File: config.mk
export PLATFORM = sky130hd
export DESIGN_NAME = biquad_bandpass_cascade_unit
export DESIGN_NICKNAME = d
export VERILOG_FILES = /design/src/rtl/core/bbc_pkg.sv /design/src/rtl/core/biquad_bandpass_cascade_unit.sv /design/src/rtl/core/bbc_mac.sv
export SDC_FILE = /design/constraint.sdc
export NUM_CORES = 2
export LEC_CHECK = 0
export ABC_AREA = 1
export ABC_CLOCK_PERIOD_IN_PS = 9200
export BUFFER_PORTS_ARGS = -buffer_cell sky130_fd_sc_hd__clkbuf_2
export CORE_ASPECT_RATIO = 0.7
export CORE_MARGIN = 2
export CORE_UTILIZATION = 63
export CTS_CLUSTER_DIAMETER = 200
export DETAILED_ROUTE_END_ITERATION = 8
export GPL_TIMING_DRIVEN = 0
export PLACE_DENSITY_LB_ADDON = 0.25
export SLEW_MARGIN = 20
export SYNTH_ARGS = -nofsm -noshare
export SYNTH_HDL_FRONTEND = slang
export SYNTH_SLANG_ARGS = --single-unit
File: constraint.sdc
create_clock -name clk -period 9.2 [get_ports clk]
set_input_delay 0 -clock clk [delete_from_list [all_inputs] [get_ports clk]]
set_output_delay 0 -clock clk [all_outputs]
set_load 0.01 [all_outputs]
File: src/rtl/core/bbc_pkg.sv
package bbc_pkg;

    // Fixed word widths
    localparam int DATA_BITS      = 24;
    localparam int CFG_INDEX_BITS = 4;

    // Default parameter values
    localparam int SAMPLE_BITS_DEF    = 18;
    localparam int COEF_FRAC_BITS_DEF = 22;

    // Terms per biquad section (b0, b1, b2, a1, a2) and the step counter width
    localparam int TERMS     = 5;
    localparam int STEP_BITS = 3;

    // Saturation limits
    localparam logic signed [DATA_BITS-1:0] DATA_MAX = {1'b0, {(DATA_BITS-1){1'b1}}};
    localparam logic signed [DATA_BITS-1:0] DATA_MIN = {1'b1, {(DATA_BITS-1){1'b0}}};

    // Configuration register indexes
    localparam logic [CFG_INDEX_BITS-1:0] REG_HP_B0 = 4'd0;
    localparam logic [CFG_INDEX_BITS-1:0] REG_HP_B1 = 4'd1;
    localparam logic [CFG_INDEX_BITS-1:0] REG_HP_A1 = 4'd2;
    localparam logic [CFG_INDEX_BITS-1:0] REG_HP_A2 = 4'd3;
    localparam logic [CFG_INDEX_BITS-1:0] REG_LP_B0 = 4'd4;
    localparam logic [CFG_INDEX_BITS-1:0] REG_LP_B1 = 4'd5;
    localparam logic [CFG_INDEX_BITS-1:0] REG_LP_A1 = 4'd6;
    localparam logic [CFG_INDEX_BITS-1:0] REG_LP_A2 = 4'd7;

    // Term indexes within a section
    localparam logic [STEP_BITS-1:0] TERM_B0 = 3'd0;
    localparam logic [STEP_BITS-1:0] TERM_B1 = 3'd1;
    localparam logic [STEP_BITS-1:0] TERM_B2 = 3'd2;
    localparam logic [STEP_BITS-1:0] TERM_A1 = 3'd3;
    localparam logic [STEP_BITS-1:0] TERM_A2 = 3'd4;

    typedef enum logic [2:0] {
        ST_IDLE,
        ST_HP,
        ST_HP_DONE,
        ST_LP,
        ST_LP_DONE
    } state_t;

    // Controls for the shared multiply-accumulate unit
    typedef struct packed {
        logic mul_en;     // load product register
        logic sub;        // product is subtracted (feedback term)
        logic acc_en;     // accumulate product register
        logic acc_first;  // first product of a section: restart the sum
    } mac_ctrl_t;

endpackage

File: src/rtl/core/biquad_bandpass_cascade_unit.sv
// Channel   Handshake              Word
// ------    ---------------------  -----------------------------------------
// input     in_valid / in_ready    sample  (SAMPLE_BITS, unsigned)
// output    out_valid / out_ready  filtered (24, signed), clipped (1)
// config    cfg_valid / cfg_ready  cfg_index (4), cfg_data (24, signed)
//
// A word is accepted in the idle state and loaded into the output register
// in the low-pass done state: each section runs 5 products through one shared
// multiplier and accumulator, with the product register between them, and
// rounds and saturates its sum in its done state. The input is taken again
// the cycle after the result is loaded.
// Reset clears coefficients, filter history and the output valid.
// A stalled output holds the last section in its done state; the next input
// is accepted once the block is back in idle after the result is loaded.
module biquad_bandpass_cascade_unit #(
    parameter int SAMPLE_BITS    = bbc_pkg::SAMPLE_BITS_DEF,
    parameter int COEF_FRAC_BITS = bbc_pkg::COEF_FRAC_BITS_DEF
) (
    input  logic                                      clk,
    input  logic                                      rst_n,
    input  logic                                      in_valid,
    output logic                                      in_ready,
    input  logic [SAMPLE_BITS-1:0]                    sample,
    output logic                                      out_valid,
    input  logic                                      out_ready,
    output logic signed [bbc_pkg::DATA_BITS-1:0]      filtered,
    output logic                                      clipped,
    input  logic                                      cfg_valid,
    output logic                                      cfg_ready,
    input  logic [bbc_pkg::CFG_INDEX_BITS-1:0]        cfg_index,
    input  logic signed [bbc_pkg::DATA_BITS-1:0]      cfg_data
);

    // Operand must hold a zero-extended sample and a signed 24-bit history value
    localparam int OPER_BITS = (SAMPLE_BITS + 1 > bbc_pkg::DATA_BITS) ?
                               SAMPLE_BITS + 1 : bbc_pkg::DATA_BITS;
    // Five products plus rounding headroom
    localparam int ACC_BITS  = bbc_pkg::DATA_BITS + OPER_BITS + 3;
    localparam logic [bbc_pkg::STEP_BITS-1:0] STEP_LAST = bbc_pkg::STEP_BITS'(bbc_pkg::TERMS);

    bbc_pkg::state_t state_reg;
    bbc_pkg::state_t state_next;
    logic [bbc_pkg::STEP_BITS-1:0] step_reg;
    logic [bbc_pkg::STEP_BITS-1:0] step_next;
    bbc_pkg::mac_ctrl_t mac_ctrl;

    // Coefficients
    logic signed [bbc_pkg::DATA_BITS-1:0] hp_b0_reg, hp_b1_reg, hp_a1_reg, hp_a2_reg;
    logic signed [bbc_pkg::DATA_BITS-1:0] lp_b0_reg, lp_b1_reg, lp_a1_reg, lp_a2_reg;

    // Filter history; low-pass input history is the high-pass output history
    logic [SAMPLE_BITS-1:0]               in_prev1_reg, in_prev2_reg;
    logic signed [bbc_pkg::DATA_BITS-1:0] mid_prev1_reg, mid_prev2_reg;
    logic signed [bbc_pkg::DATA_BITS-1:0] out_prev1_reg, out_prev2_reg;

    // Current word
    logic [SAMPLE_BITS-1:0]               x_reg;
    logic signed [bbc_pkg::DATA_BITS-1:0] mid_reg;
    logic                                 clip_reg;

    // Output register
    logic                                 out_valid_reg;
    logic signed [bbc_pkg::DATA_BITS-1:0] filtered_reg;
    logic                                 clipped_reg;

    logic signed [bbc_pkg::DATA_BITS-1:0] mac_coef;
    logic signed [OPER_BITS-1:0]          mac_oper;
    logic signed [bbc_pkg::DATA_BITS-1:0] mac_y;
    logic                                 mac_sat;
    logic                                 lp_sel;
    logic                                 in_take;
    logic                                 hp_capture;
    logic                                 lp_capture;

    assign in_ready  = (state_reg == bbc_pkg::ST_IDLE);
    assign in_take   = in_valid && in_ready;
    assign cfg_ready = 1'b1;
    assign out_valid = out_valid_reg;
    assign filtered  = filtered_reg;
    assign clipped   = clipped_reg;
    assign lp_sel    = (state_reg == bbc_pkg::ST_LP);

    //------------------------------------------------------------------
    // Sequencer
    //------------------------------------------------------------------
    always_ff @(posedge clk or negedge rst_n)
    begin
        if (!rst_n)
        begin
            state_reg <= bbc_pkg::ST_IDLE;
            step_reg  <= '0;
        end
        else
        begin
            state_reg <= state_next;
            step_reg  <= step_next;
        end
    end

    always_comb
    begin
        state_next         = state_reg;
        step_next          = step_reg;
        mac_ctrl.mul_en    = 1'b0;
        mac_ctrl.sub       = 1'b0;
        mac_ctrl.acc_en    = 1'b0;
        mac_ctrl.acc_first = 1'b0;
        hp_capture         = 1'b0;
        lp_capture         = 1'b0;
        unique case (state_reg)
            bbc_pkg::ST_IDLE:
            begin
                step_next = '0;
                if (in_valid)
                begin
                    state_next = bbc_pkg::ST_HP;
                end
            end
            bbc_pkg::ST_HP, bbc_pkg::ST_LP:
            begin
                // Issue a product on steps 0..4, sum the registered product on steps 1..5
                mac_ctrl.mul_en    = (step_reg != STEP_LAST);
                mac_ctrl.sub       = (step_reg >= bbc_pkg::TERM_A1);
                mac_ctrl.acc_en    = (step_reg != '0);
                mac_ctrl.acc_first = (step_reg == bbc_pkg::STEP_BITS'(1));
                if (step_reg == STEP_LAST)
                begin
                    step_next  = '0;
                    state_next = (state_reg == bbc_pkg::ST_HP) ?
                                 bbc_pkg::ST_HP_DONE : bbc_pkg::ST_LP_DONE;
                end
                else
                begin
                    step_next = step_reg + 1'b1;
                end
            end
            bbc_pkg::ST_HP_DONE:
            begin
                hp_capture = 1'b1;
                state_next = bbc_pkg::ST_LP;
            end
            bbc_pkg::ST_LP_DONE:
            begin
                if (!out_valid_reg || out_ready)
                begin
                    lp_capture = 1'b1;
                    state_next = bbc_pkg::ST_IDLE;
                end
            end
            default:
            begin
                state_next = bbc_pkg::ST_IDLE;
            end
        endcase
    end

    //------------------------------------------------------------------
    // Term select: b0*x0 + b1*x1 + b0*x2 - a1*y1 - a2*y2
    //------------------------------------------------------------------
    always_comb
    begin
        case (step_reg)
            bbc_pkg::TERM_B0:
            begin
                mac_coef = lp_sel ? lp_b0_reg : hp_b0_reg;
                mac_oper = lp_sel ? OPER_BITS'(mid_reg) : OPER_BITS'({1'b0, x_reg});
            end
            bbc_pkg::TERM_B1:
            begin
                mac_coef = lp_sel ? lp_b1_reg : hp_b1_reg;
                mac_oper = lp_sel ? OPER_BITS'(mid_prev1_reg) :
                                    OPER_BITS'({1'b0, in_prev1_reg});
            end
            bbc_pkg::TERM_B2:
            begin
                mac_coef = lp_sel ? lp_b0_reg : hp_b0_reg;
                mac_oper = lp_sel ? OPER_BITS'(mid_prev2_reg) :
                                    OPER_BITS'({1'b0, in_prev2_reg});
            end
            bbc_pkg::TERM_A1:
            begin
                mac_coef = lp_sel ? lp_a1_reg : hp_a1_reg;
                mac_oper = lp_sel ? OPER_BITS'(out_prev1_reg) : OPER_BITS'(mid_prev1_reg);
            end
            bbc_pkg::TERM_A2:
            begin
                mac_coef = lp_sel ? lp_a2_reg : hp_a2_reg;
                mac_oper = lp_sel ? OPER_BITS'(out_prev2_reg) : OPER_BITS'(mid_prev2_reg);
            end
            default:
            begin
                mac_coef = '0;
                mac_oper = '0;
            end
        endcase
    end

    bbc_mac #(
        .OPER_BITS (OPER_BITS),
        .ACC_BITS  (ACC_BITS),
        .FRAC_BITS (COEF_FRAC_BITS)
    ) u_mac (
        .clk   (clk),
        .rst_n (rst_n),
        .ctrl  (mac_ctrl),
        .coef  (mac_coef),
        .oper  (mac_oper),
        .y     (mac_y),
        .sat   (mac_sat)
    );

    //------------------------------------------------------------------
    // Coefficient registers
    //------------------------------------------------------------------
    always_ff @(posedge clk or negedge rst_n)
    begin
        if (!rst_n)
        begin
            hp_b0_reg <= '0;
            hp_b1_reg <= '0;
            hp_a1_reg <= '0;
            hp_a2_reg <= '0;
            lp_b0_reg <= '0;
            lp_b1_reg <= '0;
            lp_a1_reg <= '0;
            lp_a2_reg <= '0;
        end
        else if (cfg_valid)
        begin
            unique case (cfg_index)
                bbc_pkg::REG_HP_B0: hp_b0_reg <= cfg_data;
                bbc_pkg::REG_HP_B1: hp_b1_reg <= cfg_data;
                bbc_pkg::REG_HP_A1: hp_a1_reg <= cfg_data;
                bbc_pkg::REG_HP_A2: hp_a2_reg <= cfg_data;
                bbc_pkg::REG_LP_B0: lp_b0_reg <= cfg_data;
                bbc_pkg::REG_LP_B1: lp_b1_reg <= cfg_data;
                bbc_pkg::REG_LP_A1: lp_a1_reg <= cfg_data;
                bbc_pkg::REG_LP_A2: lp_a2_reg <= cfg_data;
                default: ;  // unknown index: write dropped
            endcase
        end
    end

    //------------------------------------------------------------------
    // Word registers (payload, no reset)
    //------------------------------------------------------------------
    always_ff @(posedge clk)
    begin
        if (in_take)
        begin
            x_reg <= sample;
        end
        if (hp_capture)
        begin
            mid_reg  <= mac_y;
            clip_reg <= mac_sat;
        end
        if (lp_capture)
        begin
            filtered_reg <= mac_y;
            clipped_reg  <= clip_reg || mac_sat;
        end
    end

    //------------------------------------------------------------------
    // History shifts once both sections are done
    //------------------------------------------------------------------
    always_ff @(posedge clk or negedge rst_n)
    begin
        if (!rst_n)
        begin
            in_prev1_reg  <= '0;
            in_prev2_reg  <= '0;
            mid_prev1_reg <= '0;
            mid_prev2_reg <= '0;
            out_prev1_reg <= '0;
            out_prev2_reg <= '0;
        end
        else if (lp_capture)
        begin
            in_prev2_reg  <= in_prev1_reg;
            in_prev1_reg  <= x_reg;
            mid_prev2_reg <= mid_prev1_reg;
            mid_prev1_reg <= mid_reg;
            out_prev2_reg <= out_prev1_reg;
            out_prev1_reg <= mac_y;
        end
    end

    always_ff @(posedge clk or negedge rst_n)
    begin
        if (!rst_n)
        begin
            out_valid_reg <= 1'b0;
        end
        else if (lp_capture)
        begin
            out_valid_reg <= 1'b1;
        end
        else if (out_ready)
        begin
            out_valid_reg <= 1'b0;
        end
    end

    //------------------------------------------------------------------
    // Assertions
    //------------------------------------------------------------------
    a_out_from_lp_done: assert property (@(posedge clk) disable iff (!rst_n)
        $rose(out_valid_reg) |-> $past(state_reg == bbc_pkg::ST_LP_DONE))
        else $error("output word loaded outside the low-pass done step");

    a_step_range: assert property (@(posedge clk) disable iff (!rst_n)
        step_reg <= STEP_LAST)
        else $error("term step counter out of range");

    a_sat_value: assert property (@(posedge clk) disable iff (!rst_n)
        (hp_capture || lp_capture) && mac_sat |->
            (mac_y == bbc_pkg::DATA_MAX || mac_y == bbc_pkg::DATA_MIN))
        else $error("saturated section result is not a limit value");

    a_no_overwrite: assert property (@(posedge clk) disable iff (!rst_n)
        lp_capture |-> (!out_valid_reg || out_ready))
        else $error("pending output word overwritten");

endmodule

File: src/rtl/core/bbc_mac.sv
module bbc_mac #(
    parameter int OPER_BITS = 25,
    parameter int ACC_BITS  = 52,
    parameter int FRAC_BITS = 22
) (
    input  logic                                 clk,
    input  logic                                 rst_n,
    input  bbc_pkg::mac_ctrl_t                   ctrl,
    input  logic signed [bbc_pkg::DATA_BITS-1:0] coef,
    input  logic signed [OPER_BITS-1:0]          oper,
    output logic signed [bbc_pkg::DATA_BITS-1:0] y,
    output logic                                 sat
);

    localparam int PROD_BITS = bbc_pkg::DATA_BITS + OPER_BITS;
    localparam logic signed [ACC_BITS-1:0] HALF = ACC_BITS'(64'd1 << (FRAC_BITS - 1));

    logic signed [PROD_BITS-1:0] prod_reg;
    logic signed [PROD_BITS-1:0] prod_next;
    logic                        sub_reg;
    logic signed [ACC_BITS-1:0]  acc_reg;
    logic signed [ACC_BITS-1:0]  acc_next;
    logic signed [ACC_BITS-1:0]  acc_base;
    logic signed [ACC_BITS-1:0]  rounded;
    logic signed [ACC_BITS-1:0]  shifted;
    logic [ACC_BITS-bbc_pkg::DATA_BITS:0] upper;

    assign prod_next = coef * oper;

    always_comb
    begin
        acc_base = ctrl.acc_first ? '0 : acc_reg;
        if (sub_reg)
        begin
            acc_next = acc_base - ACC_BITS'(prod_reg);
        end
        else
        begin
            acc_next = acc_base + ACC_BITS'(prod_reg);
        end
    end

    always_ff @(posedge clk or negedge rst_n)
    begin
        if (!rst_n)
        begin
            prod_reg <= '0;
            sub_reg  <= 1'b0;
            acc_reg  <= '0;
        end
        else
        begin
            if (ctrl.mul_en)
            begin
                prod_reg <= prod_next;
                sub_reg  <= ctrl.sub;
            end
            if (ctrl.acc_en)
            begin
                acc_reg <= acc_next;
            end
        end
    end

    // Round half up, floor shift, saturate to the output word
    always_comb
    begin
        rounded = acc_reg + HALF;
        shifted = rounded >>> FRAC_BITS;
        upper   = shifted[ACC_BITS-1:bbc_pkg::DATA_BITS-1];
        sat     = !((&upper) || !(|upper));
        if (sat)
        begin
            y = shifted[ACC_BITS-1] ? bbc_pkg::DATA_MIN : bbc_pkg::DATA_MAX;
        end
        else
        begin
            y = shifted[bbc_pkg::DATA_BITS-1:0];
        end
    end

endmodule

==> flow_summary.toml <==
[global_route]
grt_pass1_vias = 44100
grt_usage_pct = 44.9
grt_overflow_total = 0
grt_pass1_wl_um = 270000
grt_max_degree = 88
antenna_found_initial = 3

[worst_setup_path]
path_buf_inv = 10
cp_data_arrival_time_ps = 9670
cp-start-kind = "register"
worstPathMaxFanout = 10
reg2reg_slack_ps = 20
cp-end-kind = "register"
critPathKind = "reg -> reg"
worstPathRequired_ps = 9690
cp_top_family = "adder cells"
slowest_stage = "fa_1"
slowest_delay_ps = 780

[synthesis]
synth_edf_count = 68
async_reset_ff_share_pct = 86.4
synth_most_common_cell = "nand2_1"
synth_warnings = 0
avgSynthCellArea_sq_um = 7.85
synth_top_area_share_pct = 24.5
syn-cell-area_sq_um = 49600
yosysTopAreaCell = "fa_1"
syn_nets = 7166
synth_cell_type_count = 56
synth_seq_area_share_pct = 25.9
yosys_register_bits = 499
synthTopCellsByArea = "fa_1 (25%), dfrtp_1 (22%), nand2_1 (11%), inv_1 (8.9%), o21ai_0 (5.8%)"
synthCells = 6320
synth.top_cells.by_count = "nand2_1 (1472), inv_1 (1171), nor2_1 (706)"
synth_flop_cell = "dfrtp_1"

[cts]
clk_pin_slew_ps = 90
clk_latency_ps = 640
htreeDepth = 2
cts_made_buffers = 49
cts_tree = "done"
root_buffer = "clkbuf_16"
clock_sinks = 499
cts_buffer_depth = 3

[final_layout]
layout.nets = 7374
drive_above_1_share_pct = 7.40
synthToLayoutAreaGrowth_pct = 8.97
largest_register_ffs = 51
final_cells = 7627
nFillCells = 6546

[place]
dp_hpwl_um = 144000
dp_cells = 7461
portBuffers = 77
globalplace.congestion = 1.08

[die]
die_h_um = 239
placementRows = 86
initial_utilization_pct = 63.3
io_pins = 79
core-area_sq_um = 78300
fp.dieW_um = 339
dieArea_sq_um = 81000

[detailed_routing]
ant_nets = 0
wl_um = 180000
num_vias = 45726
drcViolationCount = 0
route.detailed.wl_per_inst_um = 23.7
first_pass_iters = 7
drt_iter0_markers = 6310
post_drt_via_cell_ratio = 6.00

[sta]
min_period_over_period_pct = 99.8
rsz0062_at_grt = "no"
clock_skew_ps = 41.9
finalSetupTns_ps = 0
post-route-min-period_ps = 9180
tightest_slew_ps = 1010
fmax_mhz = 109
max-slew-margin-rel_pct = 32.7
drv_slew = 0
final-hold-violation-count = 0
finalSetupViolations = 0

[run_status]
status = "finished clean"

[hold_path]
hp-class = "in -> reg"

[flow_run]
drv_cap = 0
## cell families after synthesis
logic type	share of synthesized area, %
fa+ha+maj	29.3
buf+inv	11.3
other cells	0.00756
xor+xnor	2.01
simple gates	21.3
flops	25.9
compound gates	10.2
## through the flow
step                hold WS (ps)  worst slack [ps]  util, %  instance area [sq um]
floorplan                   -296              1890        -                  49600
global placement             184             -1920     65.5                  51300
detailed placement         -28.3              -461     65.7                  51500
CTS                         74.7              14.7     68.5                  53700
global route                97.7              8.49     69.0                  54000
finish                      87.5              20.0     69.0                  54000
## worst paths after layout
check / from / endpoint / cells after the start
worst max register to register: state_reg[2] / u_mac.prod_reg[40] / 31
max in group asynchronous: rst_n / u_mac.prod_reg[43] / 6
worst max-delay path: state_reg[2] / u_mac.prod_reg[40] / 31
worst min register to register: hp_a2_reg[12] / hp_a2_reg[12] / 2
worst min-delay path: sample[0] / x_reg[0] / 2
min in group asynchronous: rst_n / hp_b0_reg[12] / 4
## timing repair
action	CTS	global route
setup buffers	4	21
hold buffers	47	0
endpoints found under the setup margin	28	27
gates resized for setup	15	93
pin swaps	2	9
endpoints found under the hold margin	400	0
## final cells by class
class	count	area [sq um]	share of cell area, %
repair buffers	157	1250	2.32
clock inverters	27	259	0.479
plain buffers	238	1210	2.23
clock buffers	63	1360	2.51
diodes	4	10.0	0.0185
well taps	1056	1320	2.45
flip-flops and latches	499	12800	23.7
inverters	1194	4500	8.34
multi-input cells	4389	31300	57.9
## layer usage
layer  track usage (%)  routed length, um  vias to the layer above  part of all wire [%]
met3              20.9              30800                      491                    17
met2              59.7              70200                     3438                    39
met4              17.0               8320                       10                   4.6
met5              5.24                644                        -                  0.36
met1              63.0              70400                    21984                    39
li1                  -                  -                    19803                     -
## placed cells by master (no fill, tap or decap), drive strengths merged, types with 19 or more instances in the layout
cell | Yosys | final
xor2 | 71 | 71
clkinv | 2 | 22
o221ai | 31 | 31
inv | 1192 | 1188
dlygate4sd3 | 0 | 46
buf | 123 | 148
nand4 | 66 | 66
o211ai | 29 | 29
o21bai | 45 | 45
clkbuf | 115 | 264
dfrtp | 431 | 431
ha | 187 | 187
nand2 | 1533 | 1533
nor3 | 30 | 30
o21ai | 591 | 591
nand3 | 174 | 174
a21oi | 162 | 162
nor2 | 724 | 724
edfxtp | 68 | 68
o21a | 19 | 19
fa | 608 | 608
xnor2 | 43 | 43
Power is left out: the tool's default activity adds up to more than one toggle a clock period on the data nets, which glitch-free logic cannot reach.
